## src/hw/rtl/dmss_pkg.sv

```systemverilog
package dmss_pkg;

  // block edge length
  localparam int LEVELS = 8;
  localparam int NDIAG  = 2 * LEVELS - 1;

  // field widths
  localparam int DIST_W = 9;
  localparam int BEST_W = 10;
  localparam int OFF_W  = 5;
  localparam int MAG_W  = 4;

  // configuration port
  localparam int CFG_IDX_W  = 1;
  localparam int CFG_DATA_W = 10;
  localparam logic [CFG_IDX_W-1:0] REG_INITIAL_BEST   = 1'd0;
  localparam logic [CFG_IDX_W-1:0] REG_DEFAULT_OFFSET = 1'd1;

  localparam logic [BEST_W-1:0]       INITIAL_BEST_RST   = 10'd256;
  localparam logic signed [OFF_W-1:0] DEFAULT_OFFSET_RST = 5'sd0;

  // derived widths
  localparam int MAX_DIST = 256;
  localparam int SUM_W    = $clog2(LEVELS * MAX_DIST + 1);
  localparam int NUM_RAW  = $clog2(LEVELS * MAX_DIST + LEVELS);
  localparam int NUM_W    = (NUM_RAW > BEST_W) ? NUM_RAW : BEST_W;
  localparam int DIV_W    = $clog2(LEVELS + 1);
  localparam int RC_W     = (LEVELS > 1) ? $clog2(LEVELS) : 1;
  localparam int DIAG_W   = (NDIAG > 1) ? $clog2(NDIAG) : 1;
  localparam int STEP_W   = $clog2(NUM_W);

  typedef struct packed {
    logic [DIST_W-1:0] distance;
    logic              block_end;
  } in_t;

  typedef struct packed {
    logic [BEST_W-1:0] best_score;
    logic [MAG_W-1:0]  first_scale_offset;
    logic [MAG_W-1:0]  second_scale_offset;
  } out_t;

endpackage

```

## src/hw/rtl/diagonal_mean_scale_scorer_core.sv

```systemverilog
// diagonal mean scale scorer
//
// in channel: a distance word is taken at a rising edge with start high and
// busy low. words arrive in row-major order of an LEVELS x LEVELS block, one
// per cycle while loading; block_end marks the last word of a block. words
// past LEVELS*LEVELS are dropped until block_end.
// after the block_end word, busy stays high while the diagonals are scanned
// in ascending offset through one shared restoring divider. each diagonal
// that holds data goes through setup, NUM_W divide steps and compare; an
// empty one goes through setup only. after the last diagonal the result is
// shown in the done state, then busy drops.
// out channel: the result word is shown for exactly one cycle with out_valid
// high; the receiver cannot stall, so nothing is held back.
// cfg channel: cfg_ready is always high; index 0 writes initial_best, index 1
// writes default_offset. write only while busy is low.
// reset (rst_n low, synchronous) clears the diagonal sums and load position
// and restores the register defaults (initial_best 256, default_offset 0).
module diagonal_mean_scale_scorer_core (
  input  logic                                clk,
  input  logic                                rst_n,
  input  logic                                start,
  output logic                                busy,
  input  dmss_pkg::in_t                       in_word,
  output logic                                out_valid,
  output dmss_pkg::out_t                      out_word,
  input  logic                                cfg_valid,
  output logic                                cfg_ready,
  input  logic [dmss_pkg::CFG_IDX_W-1:0]      cfg_index,
  input  logic [dmss_pkg::CFG_DATA_W-1:0]     cfg_data
);
  import dmss_pkg::*;

  typedef enum logic [4:0] {
    S_IDLE  = 5'b00001,
    S_SETUP = 5'b00010,
    S_DIV   = 5'b00100,
    S_CMP   = 5'b01000,
    S_DONE  = 5'b10000
  } state_t;

  localparam logic signed [OFF_W-1:0] D_FIRST = OFF_W'(-(LEVELS - 1));
  localparam logic signed [OFF_W-1:0] D_STEP  = OFF_W'(1);
  localparam logic [RC_W-1:0]         RC_LAST = RC_W'(LEVELS - 1);
  localparam logic [DIAG_W-1:0]       K_LAST  = DIAG_W'(NDIAG - 1);
  localparam logic [STEP_W-1:0]       STEP_LAST = STEP_W'(NUM_W - 1);

  state_t state_r;

  logic [BEST_W-1:0]       initial_best_r;
  logic signed [OFF_W-1:0] default_offset_r;

  logic [SUM_W-1:0]  sums_r [NDIAG];
  logic [NDIAG-1:0]  hit_r;
  logic [RC_W-1:0]   row_r;
  logic [RC_W-1:0]   col_r;
  logic              full_r;

  logic [DIAG_W-1:0]       k_r;
  logic signed [OFF_W-1:0] d_r;
  logic [BEST_W-1:0]       best_r;
  logic signed [OFF_W-1:0] off_r;

  logic [NUM_W-1:0]  quot_r;
  logic [DIV_W-1:0]  rem_r;
  logic [DIV_W-1:0]  div_r;
  logic [STEP_W-1:0] step_r;

  logic              accept;
  logic [DIAG_W:0]   slot_wide;
  logic [DIAG_W-1:0] slot;
  logic [OFF_W-1:0]  mag;
  logic [DIV_W-1:0]  divisor;
  logic [DIV_W:0]    trial;
  logic              trial_ge;
  logic [OFF_W-1:0]  neg_mag;

  assign busy      = (state_r != S_IDLE);
  assign accept    = start && !busy;
  assign cfg_ready = 1'b1;

  // diagonal slot = row - col + LEVELS - 1
  assign slot_wide = (DIAG_W+1)'(row_r) + (DIAG_W+1)'(LEVELS - 1) - (DIAG_W+1)'(col_r);
  assign slot      = slot_wide[DIAG_W-1:0];

  assign mag     = d_r[OFF_W-1] ? OFF_W'(-d_r) : OFF_W'(d_r);
  assign divisor = DIV_W'(LEVELS) - DIV_W'(mag);

  // restoring divide step
  assign trial    = {rem_r, quot_r[NUM_W-1]};
  assign trial_ge = (trial >= {1'b0, div_r});

  // configuration registers
  always_ff @(posedge clk) begin
    if (!rst_n) begin
      initial_best_r   <= INITIAL_BEST_RST;
      default_offset_r <= DEFAULT_OFFSET_RST;
    end else if (cfg_valid && cfg_ready) begin
      case (cfg_index)
        REG_INITIAL_BEST:   initial_best_r   <= cfg_data[BEST_W-1:0];
        REG_DEFAULT_OFFSET: default_offset_r <= cfg_data[OFF_W-1:0];
        default: ;
      endcase
    end
  end

  always_ff @(posedge clk) begin
    if (!rst_n) begin
      state_r <= S_IDLE;
      for (int i = 0; i < NDIAG; i++) begin
        sums_r[i] <= '0;
      end
      hit_r  <= '0;
      row_r  <= '0;
      col_r  <= '0;
      full_r <= 1'b0;
      k_r    <= '0;
      d_r    <= D_FIRST;
      step_r <= '0;
    end else begin
      case (state_r)
        S_IDLE: begin
          if (accept) begin
            if (!full_r) begin
              sums_r[slot] <= sums_r[slot] + SUM_W'(in_word.distance);
              hit_r[slot]  <= 1'b1;
              if (col_r == RC_LAST) begin
                col_r <= '0;
                if (row_r == RC_LAST) begin
                  full_r <= 1'b1;
                end else begin
                  row_r <= row_r + 1'b1;
                end
              end else begin
                col_r <= col_r + 1'b1;
              end
            end
            if (in_word.block_end) begin
              k_r     <= '0;
              d_r     <= D_FIRST;
              best_r  <= initial_best_r;
              off_r   <= default_offset_r;
              state_r <= S_SETUP;
            end
          end
        end
        S_SETUP: begin
          if (hit_r[k_r]) begin
            // ceiling: divide sum + divisor - 1
            quot_r  <= NUM_W'(sums_r[k_r]) + NUM_W'(divisor) - NUM_W'(1);
            rem_r   <= '0;
            div_r   <= divisor;
            step_r  <= '0;
            state_r <= S_DIV;
          end else if (k_r == K_LAST) begin
            state_r <= S_DONE;
          end else begin
            k_r <= k_r + 1'b1;
            d_r <= d_r + D_STEP;
          end
        end
        S_DIV: begin
          rem_r  <= trial_ge ? DIV_W'(trial - {1'b0, div_r}) : trial[DIV_W-1:0];
          quot_r <= {quot_r[NUM_W-2:0], trial_ge};
          step_r <= step_r + 1'b1;
          if (step_r == STEP_LAST) begin
            state_r <= S_CMP;
          end
        end
        S_CMP: begin
          if (quot_r < NUM_W'(best_r)) begin
            best_r <= quot_r[BEST_W-1:0];
            off_r  <= d_r;
          end
          if (k_r == K_LAST) begin
            state_r <= S_DONE;
          end else begin
            k_r     <= k_r + 1'b1;
            d_r     <= d_r + D_STEP;
            state_r <= S_SETUP;
          end
        end
        S_DONE: begin
          for (int i = 0; i < NDIAG; i++) begin
            sums_r[i] <= '0;
          end
          hit_r   <= '0;
          row_r   <= '0;
          col_r   <= '0;
          full_r  <= 1'b0;
          state_r <= S_IDLE;
        end
        default: state_r <= S_IDLE;
      endcase
    end
  end

  // split the winning offset into its two magnitude fields
  assign neg_mag = OFF_W'(-off_r);

  always_comb begin
    out_valid                    = (state_r == S_DONE);
    out_word.best_score          = best_r;
    out_word.first_scale_offset  = '0;
    out_word.second_scale_offset = '0;
    if (off_r[OFF_W-1]) begin
      // -16 saturates to 15
      out_word.second_scale_offset = neg_mag[OFF_W-1] ? {MAG_W{1'b1}} : neg_mag[MAG_W-1:0];
    end else begin
      out_word.first_scale_offset = off_r[MAG_W-1:0];
    end
  end

endmodule

```

## config.mk

```make
export PLATFORM = sky130hd
export DESIGN_NAME = diagonal_mean_scale_scorer_core
export DESIGN_NICKNAME = d
export VERILOG_FILES = /design/src/hw/rtl/dmss_pkg.sv /design/src/hw/rtl/diagonal_mean_scale_scorer_core.sv
export SDC_FILE = /design/constraint.sdc
export NUM_CORES = 1
export LEC_CHECK = 0
export ABC_CLOCK_PERIOD_IN_PS = 5000
export BUFFER_PORTS_ARGS = -buffer_cell sky130_fd_sc_hd__clkbuf_2
export CELL_PAD_IN_SITES_DETAIL_PLACEMENT = 1
export CELL_PAD_IN_SITES_GLOBAL_PLACEMENT = 1
export CORE_ASPECT_RATIO = 0.75
export CORE_MARGIN = 1.5
export CORE_UTILIZATION = 35
export DETAILED_ROUTE_END_ITERATION = 10
export GPL_ROUTABILITY_DRIVEN = 0
export PLACE_DENSITY_LB_ADDON = 0.25
export SLEW_MARGIN = 25
export SYNTH_ARGS = -nofsm -noshare
export SYNTH_HDL_FRONTEND = slang
export SYNTH_SLANG_ARGS = --single-unit
export TNS_END_PERCENT = 1
```

## constraint.sdc

```tcl
create_clock -name clk -period 5 [get_ports clk]
set_input_delay 0.75 -clock clk [delete_from_list [all_inputs] [get_ports clk]]
set_output_delay 0.75 -clock clk [all_outputs]
set_load 0.005 [all_outputs]
```

Yosys cells after proc, flatten, opt, wreduce, memory -nomap -nowiden --
Memory sizes are Yosys's and may differ from the RTL's. A register that Yosys moved wholly into a read port is not among the register bits. Index checks and enable logic that the tools add are counted. Widths: inputs -> output; s select.
Word-level totals: bits in writable memories 180, input bits 25, bits in registers 90, memories kept 1
Operators by class: $lt $le $gt $ge 5, multiplexer cells 85, reduce and logical (&&, ||, !) cells 19, eq/ne operators 20, add/sub/neg operators 14, bitwise logic cells 17
Memories:
- sums_r | depth 15, bits a word 12, rd ports 2, clocked after memory_dff 1, write ports 15, line diagonal_mean_scale_scorer_core.sv:52 | logic [SUM_W-1:0] sums_r [NDIAG];
Operator list (count):
- $mux 12 | 17
- $mux 5 | 13
- $mux 4 | 13
- $mux 10 | 3
- $mux 15 | 2
- $pmux 15 s2 | 1
- $pmux 12 s2 | 1
- $mux 3 | 7
- $pmux 10 s2 | 1
- $pmux 5 s4 | 1
- $ne 2x2->1 const B | 9
- $mux 1 | 16
- $pmux 4 s2 | 2
- $or 1x1->1 | 15
- $or 15x15->15 | 1
- $pmux 5 s3 | 1
- $add 12x4->12 | 1
- $add 12x9->12 | 1
- $lt 12x10->1 | 1
- $pmux 3 s2 | 2
- $pmux 4 s3 | 1
- $reduce_or 12->1 | 1
- $sub 12x1->12 const B | 1
- $lt 4x5->1 const B | 2
- 33 further kinds | 47

Longest topological paths before layout --
Gate-level depths: netlist of run 1.
depth in word-level cells 10, mapped depth 21

Least setup slack after synthesis of run 1 --
Ideal clock, no wire load.
path type register to register, from register row_r[0], to memory sums_r[10][8] (netlist bit) (data pin), period minus slack after synthesis 5.047 ns, slack -0.047 ns, setup time 0.266 ns, arrival time 4.781 ns, cell stages (with the launch flop) 20, cells stage by stage dfxtp_1 -> ha_1 -> inv_1 -> fa_1 -> buf_2 -> buf_1 -> clkbuf_1 -> mux4_2 -> mux4_2 -> ha_1 -> inv_1 -> fa_1 -> nor2b_1 -> o21ai_1 -> a21boi_1 -> or4b_1 -> nand2_1 -> xor2_1 -> clkbuf_1 -> nor2_1
RTL lines:
- start: declaration | line diagonal_mean_scale_scorer_core.sv:54 | logic [RC_W-1:0] row_r;
- start signal: assignment | line diagonal_mean_scale_scorer_core.sv:131 | row_r <= row_r + 1'b1;
- end: declaration | line diagonal_mean_scale_scorer_core.sv:52

==> flow_summary.toml, run 1 <==
[clock_tree]
worst_setup_hold_path_clk_slew_ns = 0.05
postCtsSetupBuffers = 0
cts.htree.levels = 2
cts_buffers = 35
clk_latency_ns = 0.54
clock_sinks = 286
postCtsResizedCells = 0
ctsHoldBuffers = 0
root_buffer = "clkbuf_16"
clockBufferDepth = 3
cts_tree = "done"

[yosys]
synth.top_cells.by_count = "edfxtp_1, nor2_1, mux4_2, nand2_1, inv_1"
yosysTopAreaCell = "edfxtp_1"
synth_fp_nets = 1314
netlist_area_um2 = 15400
async_reset_ff_share_pct = 0
synthFlopType = "edfxtp_1"
synth_edf_count = 227
synthCells = 1235
synth_most_common_cell = "edfxtp_1"
synth.avg_cell_area_um2 = 12.4
synth_area_leaders = "edfxtp_1, mux4_2, dfxtp_1"
synth_top_area_share_pct = 44.4
yosysWarnings = 0
ys_seq_area_share_pct = 52.1
synth_seq_cells = 286
ys_types = 60

[worst_setup_path]
cp-end-kind = "register"
cp.arrival_ns = 4.83
reg2reg_depth = 14
startpoint_type = "register"
critPathRequiredTime_ns = 5.25
timing.rr.start = "row_r[0]"
cp_max_fo = 16
r2r_setup_slack_ns = 0.42
path_class = "register to register"
rr_endpoint = "sums_r[13][11]"

[routing]
ant_nets = 0
wl_um = 47600
routedWlPerCell_um = 25.1
drc_errors = 0
first_iter_violations = 1006
vias = 10600
dr.pass1.iters = 6
vias_per_cell = 5.60

[floorplan]
start_util_pct = 35.4
die_h_um = 184
core-area_um2 = 43400
rows = 66
die_w_um = 245
die_area_um2 = 45200
io_pins = 46

[power]
power_density_nw_per_um2 = 433
p_leak_nw = 6.54
max-vdd-ir-drop_uv = 254

[sta]
fin_tns_setup_ns = 0
relSlewSlack_pct = 35.1
skew_ns = 0.0208
min_period_ns = 4.58
period_share_pct = 91.7
setup_viol = 0
report.final.slew_viol_count = 0
tightest_slew_ns = 0.971
finalHoldViolCount = 0
rsz0062_at_grt = "false"
fmaxAchievable_mhz = 218

[place]
hpwl_um = 32100
dp_cells = 1836
port_buffers = 44

[cells_and_area]
postLayoutCoreUtil_pct = 40.4
multiInputGateArea_um2 = 6750
register_area_um2 = 8000
instances_no_fill = 1898
diodes = 0
area_growth_pct = 14.1
fillers = 4613
drive_above_1_share_pct = 23.4
finalNetCount = 1375

[worst_hold_path]
worstHoldPathCells = 3
hold_start = "cfg_data[8]"
hold-path-endpoint = "initial_best_r[8]"
hold_path_class = "primary input to register"

[global_routing]
grt_pass1_vias = 10800
track_usage_pct = 21.5
grt_overflow = 0
antenna_found_initial = 0
grt_max_degree = 42
grt_pass1_wl_um = 70800

[job]
maxCapViolations = 0

[status]
status = "complete, no violations"
worst max path at each step:
| stage | start | endpoint | slack, ns | depth (start not counted) |
|---|---|---|---|---|
| floorplan | row_r[0] | sums_r[10][8] | 0.08 | 19 |
| finish | row_r[0] | sums_r[13][11] | 0.42 | 14 |
| CTS | row_r[0] | sums_r[13][11] | 0.25 | 12 |
| global placement | row_r[0] | sums_r[8][10] | 0.38 | 17 |
| detailed placement | row_r[0] | sums_r[8][10] | 0.28 | 17 |
| global route | col_r[0] | sums_r[13][11] | 0.11 | 12 |
area by class of cell:
cell class / instances / area share, %
multi-input cells: 795 / 38.5
clock buffers: 52 / 5.66
repair buffers: 107 / 4.24
well taps: 578 / 4.13
flip-flops and latches: 286 / 45.7
clock inverters: 9 / 0.236
inverters: 71 / 1.52
kinds of logic after synthesis:
family,after synthesis,synth area share [%]
mux,147,19.6
simple gates,408,11.3
other cells,1,0.0244
fa+ha+maj,54,4.60
xor+xnor,30,1.81
buf+inv,154,4.11
flops,286,52.1
compound gates,155,6.44
routing by layer:
metal	global-route usage (%)	wire, µm	vias to the layer above
met3	5.45	4180	78
li1	-	-	4651
met5	0.980	64	-
met4	6.22	1210	2
met1	30.0	20900	5468
met2	32.9	21300	433
sequential cells by signal, summed over array words and instances (netlist names), 5 cells and up, named ones only:
name and cells:
sums_r 192, hit_r 15, quot_r 12, best_r 10
initial_best_r 10, d_r 5, default_offset_r 5, off_r 5
state_r 5
power by group:
group | switching [mW] | internal [mW]
logic | 1.48 | 0.910
clock network | 0.994 | 1.37
registers | 0.0858 | 2.75
worst max-delay path, cell delays in order, from the launching register on:
cell and delay (ns):
dfxtp_1 0.43, ha_4 0.17, inv_1 0.05, fa_2 0.58
buf_12 0.17, mux4_2 0.32, mux4_2 0.54, ha_1 0.29
a21o_1 0.17, a21oi_1 0.31, o21ai_0 0.16, nand2_1 0.13
a211oi_1 0.12, xnor2_2 0.71, nor2_1 0.11
through the flow:
stage	hold WS, ns	setup WS [ns]	power, mW	area (µm²)
6_report	0.459	0.415	7.59	17500
5_1_grt	0.462	0.113	7.93	17500
4_1_cts	0.440	0.254	7.62	17500
3_5_place_dp	0.458	0.281	5.25	16500
3_3_place_gp	0.447	0.379	5.19	16500
2_1_floorplan	0.431	0.0801	4.46	15400
placed cells by master (no fill, tap or decap), drive strengths merged, types with 3 or more instances in the layout:
cell type / instances
nor2: 223
ha: 50
a21boi: 18
nor2b: 17
nand3b: 4
mux2i: 11
edfxtp: 227
mux2: 14
a211oi: 7
o21ai: 21
o31ai: 3
xnor2: 14
clkbuf: 96
clkinv: 9
nand2: 100
nand3: 16
nand2b: 7
nor3: 10
fa: 4
nor3b: 5
inv: 71
and2: 8
and3: 3
a21o: 10
mux4: 122
xor2: 16
nand4: 4
a21oi: 61
buf: 63
dfxtp: 59
a31oi: 13
o21a: 5
Note: power is estimated with default switching activity, not from simulation.
==> run 2, diff against run 1 <==
==> constraint.sdc (replaced) <==
create_clock -name clk -period 5 [get_ports clk]
set_input_delay 0.25 -clock clk [delete_from_list [all_inputs] [get_ports clk]]
set_output_delay 0.25 -clock clk [all_outputs]
set_load 0.005 [all_outputs]
==> run 2 against run 1 <==
Net effect:
- count of clock-buffer cells in the layout is 4 lower
- final area up 0.59%
- register-to-register slack worse by 0.16 ns
- first-iteration DRC count shrank 16%
- final cell count grew 0.37%
- clock power barely moved
- largest cell class unchanged
- sequential share of layout area down 0.27 points
- sequential power is essentially flat
- combinational power is essentially flat
- non-clock buffer count grew 7
==> flow_summary.toml, run 2 (same netlist as run 1, synthesis figures left out) <==
[cells_and_area]
diodes = 0
reg_top3 = "sums_r (192), hit_r (15), quot_r (12)"
final_common_cell = "edfxtp_1"
largest_reg_flops = 192
finalNetCount = 1381
fin_area_um2 = 17600
regMostFlops = "sums_r"
fillers = 4577
area_growth_pct = 14.8
drive_above_1_share_pct = 23.3
final_cell_mix = "edfxtp_1, nor2_1, mux4_2"

[worst_setup_path]
crit_slowest_cell = "fa_2"
cp_cell_sequence = "ha_4, inv_1, fa_2, mux4_2, mux4_2, ha_1, inv_1, fa_1, nor2b_1, o21ai_1, a21boi_1, or4b_1, a31oi_1, or3_1, buf_12, a21oi_1"
r2r_setup_slack_ns = 0.26
rr_endpoint = "sums_r[3][10]"
timing.rr.start = "row_r[0]"
startpoint = "row_r[0]"
path_class = "register to register"
startpoint_type = "register"
cp_max_fo = 16
critPathRequiredTime_ns = 5.25
max_stage_delay_ns = 0.89
cp-end-kind = "register"
cp.arrival_ns = 4.99
reg2reg_depth = 16

[power]
pwr-share-comb_pct = 31.3
power_density_nw_per_um2 = 432
max-vdd-ir-drop_uv = 264
p_seq_share_pct = 37.3
post-layout-total-power_mw = 7.61
power_switching_mw = 2.55
p_leak_nw = 6.58
p_int_mw = 5.07
clkPwrFrac_pct = 31.4
power_switching_share_pct = 33.5

[routing]
vias_per_cell = 5.57
dr.pass1.iters = 5
drc_errors = 0
vias = 10600
first_iter_violations = 850
routedWlPerCell_um = 24.8
wl_um = 47300
ant_nets = 0

[sta]
tightest_slew_ns = 0.915
skew_ns = 0.0268
min_period_ns = 4.74
period_share_pct = 94.8
relSlewSlack_pct = 38.9
finalHoldViolCount = 0
fmaxAchievable_mhz = 211
fin_tns_setup_ns = 0
report.final.slew_viol_count = 0
setup_viol = 0
rsz0062_at_grt = "false"
holdWs_ns = 0.0408

[floorplan]
core-area_um2 = 43400
die_w_um = 245
die_area_um2 = 45200
rows = 66
start_util_pct = 35.4
io_pins = 46
die_h_um = 184

[worst_hold_path]
hold_path_class = "primary input to register"
hold-path-endpoint = "initial_best_r[9]"
worstHoldPathCells = 3
hold_start = "cfg_data[9]"

[place]
placed_cell_area_um2 = 16500
port_buffers = 44
hpwl_um = 31800

[clock_tree]
cts.htree.levels = 2
worst_setup_hold_path_clk_slew_ns = 0.06
clockBufferDepth = 3
cts_buffers = 34
clk_latency_ns = 0.53
root_buffer = "clkbuf_16"
clock_sinks = 286
cts_tree = "done"
postCtsSetupBuffers = 0

[global_routing]
grt_pass1_vias = 10900
grt_overflow = 0
antenna_found_initial = 0
grt_max_degree = 41
grt_pass1_wl_um = 70700
track_usage_pct = 21.4

[job]
maxCapViolations = 0

[status]
status = "complete, no violations"
## run 2: cell count changes in the layout (fill, tap and decap cells not counted), moves of 2 or more
cell	previous run	this run
xnor2_2	3	1
clkbuf_16	37	35
dlygate4sd3_1	0	9
clkbuf_1	14	12
bufinv_16	0	2
xnor2_4	0	2
## run 2: power by group through the flow
stage / Sequential, mW / Combinational [mW] / Clock, mW
2_1_floorplan: 2.84 / 1.62 / 0
3_3_place_gp: 2.88 / 2.30 / 0
3_5_place_dp: 2.88 / 2.34 / 0
4_1_cts: 2.84 / 2.36 / 2.44
5_1_grt: 2.85 / 2.61 / 2.53
6_report: 2.84 / 2.39 / 2.39
## run 2: metrics by stage
| stage | std cells | util [%] | setup slack [ns] |
|---|---|---|---|
| after CTS | 1905 | 40.6 | 0.147 |
| after floorplan | 1235 | - | 0.0801 |
| after global placement | 1835 | 38.0 | 0.303 |
| after global routing | 1905 | 40.7 | 0.0828 |
| after detailed placement | 1835 | 38.0 | 0.193 |
| final | 1905 | 40.7 | 0.259 |
## run 2: worst max-delay path by stage
stage	end	slack [ns]	depth (start not counted)
floorplan	sums_r[10][8]	0.08	19
global placement	sums_r[12][11]	0.30	12
detailed placement	sums_r[1][9]	0.19	12
CTS	sums_r[13][9]	0.15	12
global route	sums_r[3][10]	0.08	17
finish	sums_r[3][10]	0.26	16
## run 2: layer usage
| metal | track usage, % | part of all wire (%) | vias up |
|---|---|---|---|
| met5 | 0 | 0 | - |
| met4 | 6.37 | 2.7 | 0 |
| met3 | 5.26 | 8.4 | 79 |
| met2 | 32.9 | 45 | 421 |
| met1 | 29.9 | 44 | 5447 |
| li1 | - | - | 4669 |
## run 2: cell type report
class	count	area [µm²]	share of cell area, %
timing repair buffer	114	806	4.57
multi-input combinational	795	6780	38.5
sequential	286	8000	45.4
clock inverter	13	113	0.639
inverter	71	267	1.51
clock buffer	48	935	5.30
tap	578	723	4.10
## run 2: what timing repair did
item	CTS	global route
resized for setup	0	2
hold buffers	9	0
setup endpoints to repair	0	31
endpoints found under the hold margin	11	0
## run 2: critical path, delay by kind of cell, from the launching register on
| family | cells | cell delay (ns) |
|---|---|---|
| adders and majority gates | 4 | 1.45 |
| muxes | 2 | 0.85 |
| and+or+nand+nor | 3 | 0.78 |
| AOI/OAI and AO/OA | 4 | 0.68 |
| DFF | 1 | 0.41 |
| buffers and inverters | 3 | 0.29 |
==> run 3, diff against run 2 <==
--- a/config.mk
+++ b/config.mk
@@ -5,6 +5,7 @@
 export SDC_FILE = /design/constraint.sdc
 export NUM_CORES = 1
 export LEC_CHECK = 0
+export ABC_AREA = 1
 export ABC_CLOCK_PERIOD_IN_PS = 5000
 export BUFFER_PORTS_ARGS = -buffer_cell sky130_fd_sc_hd__clkbuf_2
 export CELL_PAD_IN_SITES_DETAIL_PLACEMENT = 1
==> run 3 against run 2 <==
Net effect:
- worst setup slack improved by 0.031 ns
- register-to-register slack improved by 0.03 ns
- fmax rose by 0.67%
- critical path depth rose by 5
- synthesized cell count rose by 47%
- die area rose by 1.8%
- sequential share of layout area fell by 0.68 points
- synthesized area rose by 1.9%
- sequential cell count did not move
- worst hold slack improved by 0.037 ns
- via count rose by 30%
==> flow_summary.toml, run 3 <==
[status]
status = "complete, no violations"

[power]
p_leak_nw = 7.27
pwr-share-comb_pct = 48.6
power_switching_mw = 5.07
max-vdd-ir-drop_uv = 432
p_int_mw = 5.80
power_switching_share_pct = 46.7
p_seq_share_pct = 27.8
clkPwrFrac_pct = 23.6
power_density_nw_per_um2 = 608

[global_routing]
grt_max_degree = 88
grt_pass1_wl_um = 85700
antenna_found_initial = 0
grt_pass1_vias = 13800
grt_overflow = 0
track_usage_pct = 25.0

[worst_setup_path]
startpoint = "col_r[0]"
cp.arrival_ns = 4.98
path_class = "register to register"
cp_max_fo = 15
r2r_setup_slack_ns = 0.29
cp-end-kind = "register"
reg2reg_depth = 21
critPathRequiredTime_ns = 5.27
startpoint_type = "register"
rr_endpoint = "sums_r[4][9]"
timing.rr.start = "col_r[0]"

[routing]
drc_errors = 0
first_iter_violations = 1405
dr.pass1.iters = 5
wl_um = 57300
routedWlPerCell_um = 23.2
vias = 13800
ant_nets = 0
vias_per_cell = 5.59

[sta]
fmaxAchievable_mhz = 212
skew_ns = 0.0334
min_period_ns = 4.71
relSlewSlack_pct = 27.8
report.final.slew_viol_count = 0
finalHoldViolCount = 0
period_share_pct = 94.2
tightest_slew_ns = 1.08
rsz0062_at_grt = "false"
holdWs_ns = 0.0775
setup_viol = 0
fin_tns_setup_ns = 0

[clock_tree]
worst_setup_hold_path_clk_slew_ns = 0.06
postCtsSetupBuffers = 0
cts.htree.levels = 2
root_buffer = "clkbuf_16"
clk_latency_ns = 0.56
cts_tree = "done"
clockBufferDepth = 3
clock_sinks = 286
cts_buffers = 35

[yosys]
synth_edf_count = 227
synthCells = 1820
synth_top_area_share_pct = 43.6
ys_seq_area_share_pct = 51.1
synthFlopType = "edfxtp_1"
ys_types = 53
netlist_area_um2 = 15600
synth.avg_cell_area_um2 = 8.60
synth_most_common_cell = "nor2_1"
async_reset_ff_share_pct = 0
yosysTopAreaCell = "edfxtp_1"
synth_fp_nets = 1899
synth_seq_cells = 286
synth_area_leaders = "edfxtp_1, dfxtp_1, nor2_1"
synth.top_cells.by_count = "nor2_1, nand2_1, edfxtp_1, inv_1, o21ai_0"
yosysWarnings = 0

[cells_and_area]
area_growth_pct = 14.3
finalNetCount = 1946
drive_above_1_share_pct = 11.0
final_cell_mix = "nor2_1, nand2_1, edfxtp_1"
reg_top3 = "sums_r (192), hit_r (15), quot_r (12)"
final_common_cell = "nor2_1"
diodes = 0
regMostFlops = "sums_r"
largest_reg_flops = 192

[place]
port_buffers = 44
hpwl_um = 39500

[floorplan]
rows = 66
core-area_um2 = 43700
io_pins = 46
die_w_um = 247
die_area_um2 = 46000
start_util_pct = 35.8
die_h_um = 186

[worst_hold_path]
hold_path_class = "primary input to register"
hold-path-endpoint = "sums_r[15][0]"
hold_start = "in_word[1]"
worstHoldPathCells = 2

[job]
maxCapViolations = 0
-- run 3: through the flow --
stage               util (%)  instance area [µm²]  worst slack, ns  power [mW]  std cells
global placement        38.1                16600            0.458        8.02       2398
floorplan                  -                15600            0.722        6.21       1820
CTS                     40.9                17900            0.165        10.7       2470
detailed placement      38.1                16600            0.259        8.16       2398
global route            40.9                17900           0.0201        11.4       2470
finish                  40.9                17900            0.291        10.9       2470
-- run 3: worst max path at each step --
stage | end | slack [ns] | cells past startpoint
after CTS | sums_r[2][10] | 0.17 | 22
final | sums_r[4][9] | 0.29 | 21
after global routing | sums_r[1][5] | 0.02 | 19
after global placement | sums_r[5][10] | 0.46 | 22
after floorplan | sums_r[13][8] | 0.72 | 21
after detailed placement | sums_r[12][10] | 0.26 | 22
-- run 3: final cells by class --
cell class	instances	area [µm²]
fillers	5109	25800
clock buffers	44	952
well taps	578	723
inverters	203	768
clock inverters	18	183
multi-input cells	1219	6400
flip-flops and latches	286	8000
repair buffers	122	856
-- run 3: worst max-delay path, cell delays in order (launching register included) --
cell and delay (ns):
dfxtp_1 0.35, inv_1 0.07, ha_1 0.20, inv_1 0.07, fa_1 0.54, nand2_2 0.40, buf_4 0.25, buf_4 0.23
o22ai_1 0.11, o21ai_0 0.26, nand2_1 0.16, a221oi_1 0.30, ha_1 0.29, nand2_1 0.07, nor2_1 0.14, nand3_1 0.10
nand3_1 0.15, inv_1 0.07, nor2_2 0.17, nor2_2 0.07, inv_2 0.32, nor2_1 0.07
-- run 3: timing repair --
item	4_1_cts	5_1_grt
endpoints found under the setup margin	0	52
hold endpoints to repair	11	0
hold buffers	10	0
gates resized for setup	0	4
-- run 3: power by group through the flow --
stage	combinational, mW	sequential [mW]	clock [mW]
after CTS	5.13	3.02	2.60
after detailed placement	5.09	3.07	0
final	5.28	3.02	2.56
after global placement	4.96	3.07	0
after floorplan	3.20	3.01	0
after global routing	5.67	3.04	2.67
-- run 3: cells by family (layout without fill, tap and decap cells) --
kind of cell	Yosys count	in the layout	share of synthesized area, %
AND/OR/NAND/NOR	735	735	19.5
AO/OA/AOI/OAI	409	409	15.5
buffers and inverters	315	387	8.17
flip-flops	286	286	51.1
adder cells (fa/ha/maj)	54	54	4.51
XOR/XNOR	20	20	1.17
other	1	1	0.0240
-- run 3: layer usage --
metal / global-route usage (%) / wire length, µm
met2: 37.1 / 23900
met5: 0.327 / 0
met1: 36.4 / 26600
met4: 6.71 / 1280
met3: 5.45 / 5500
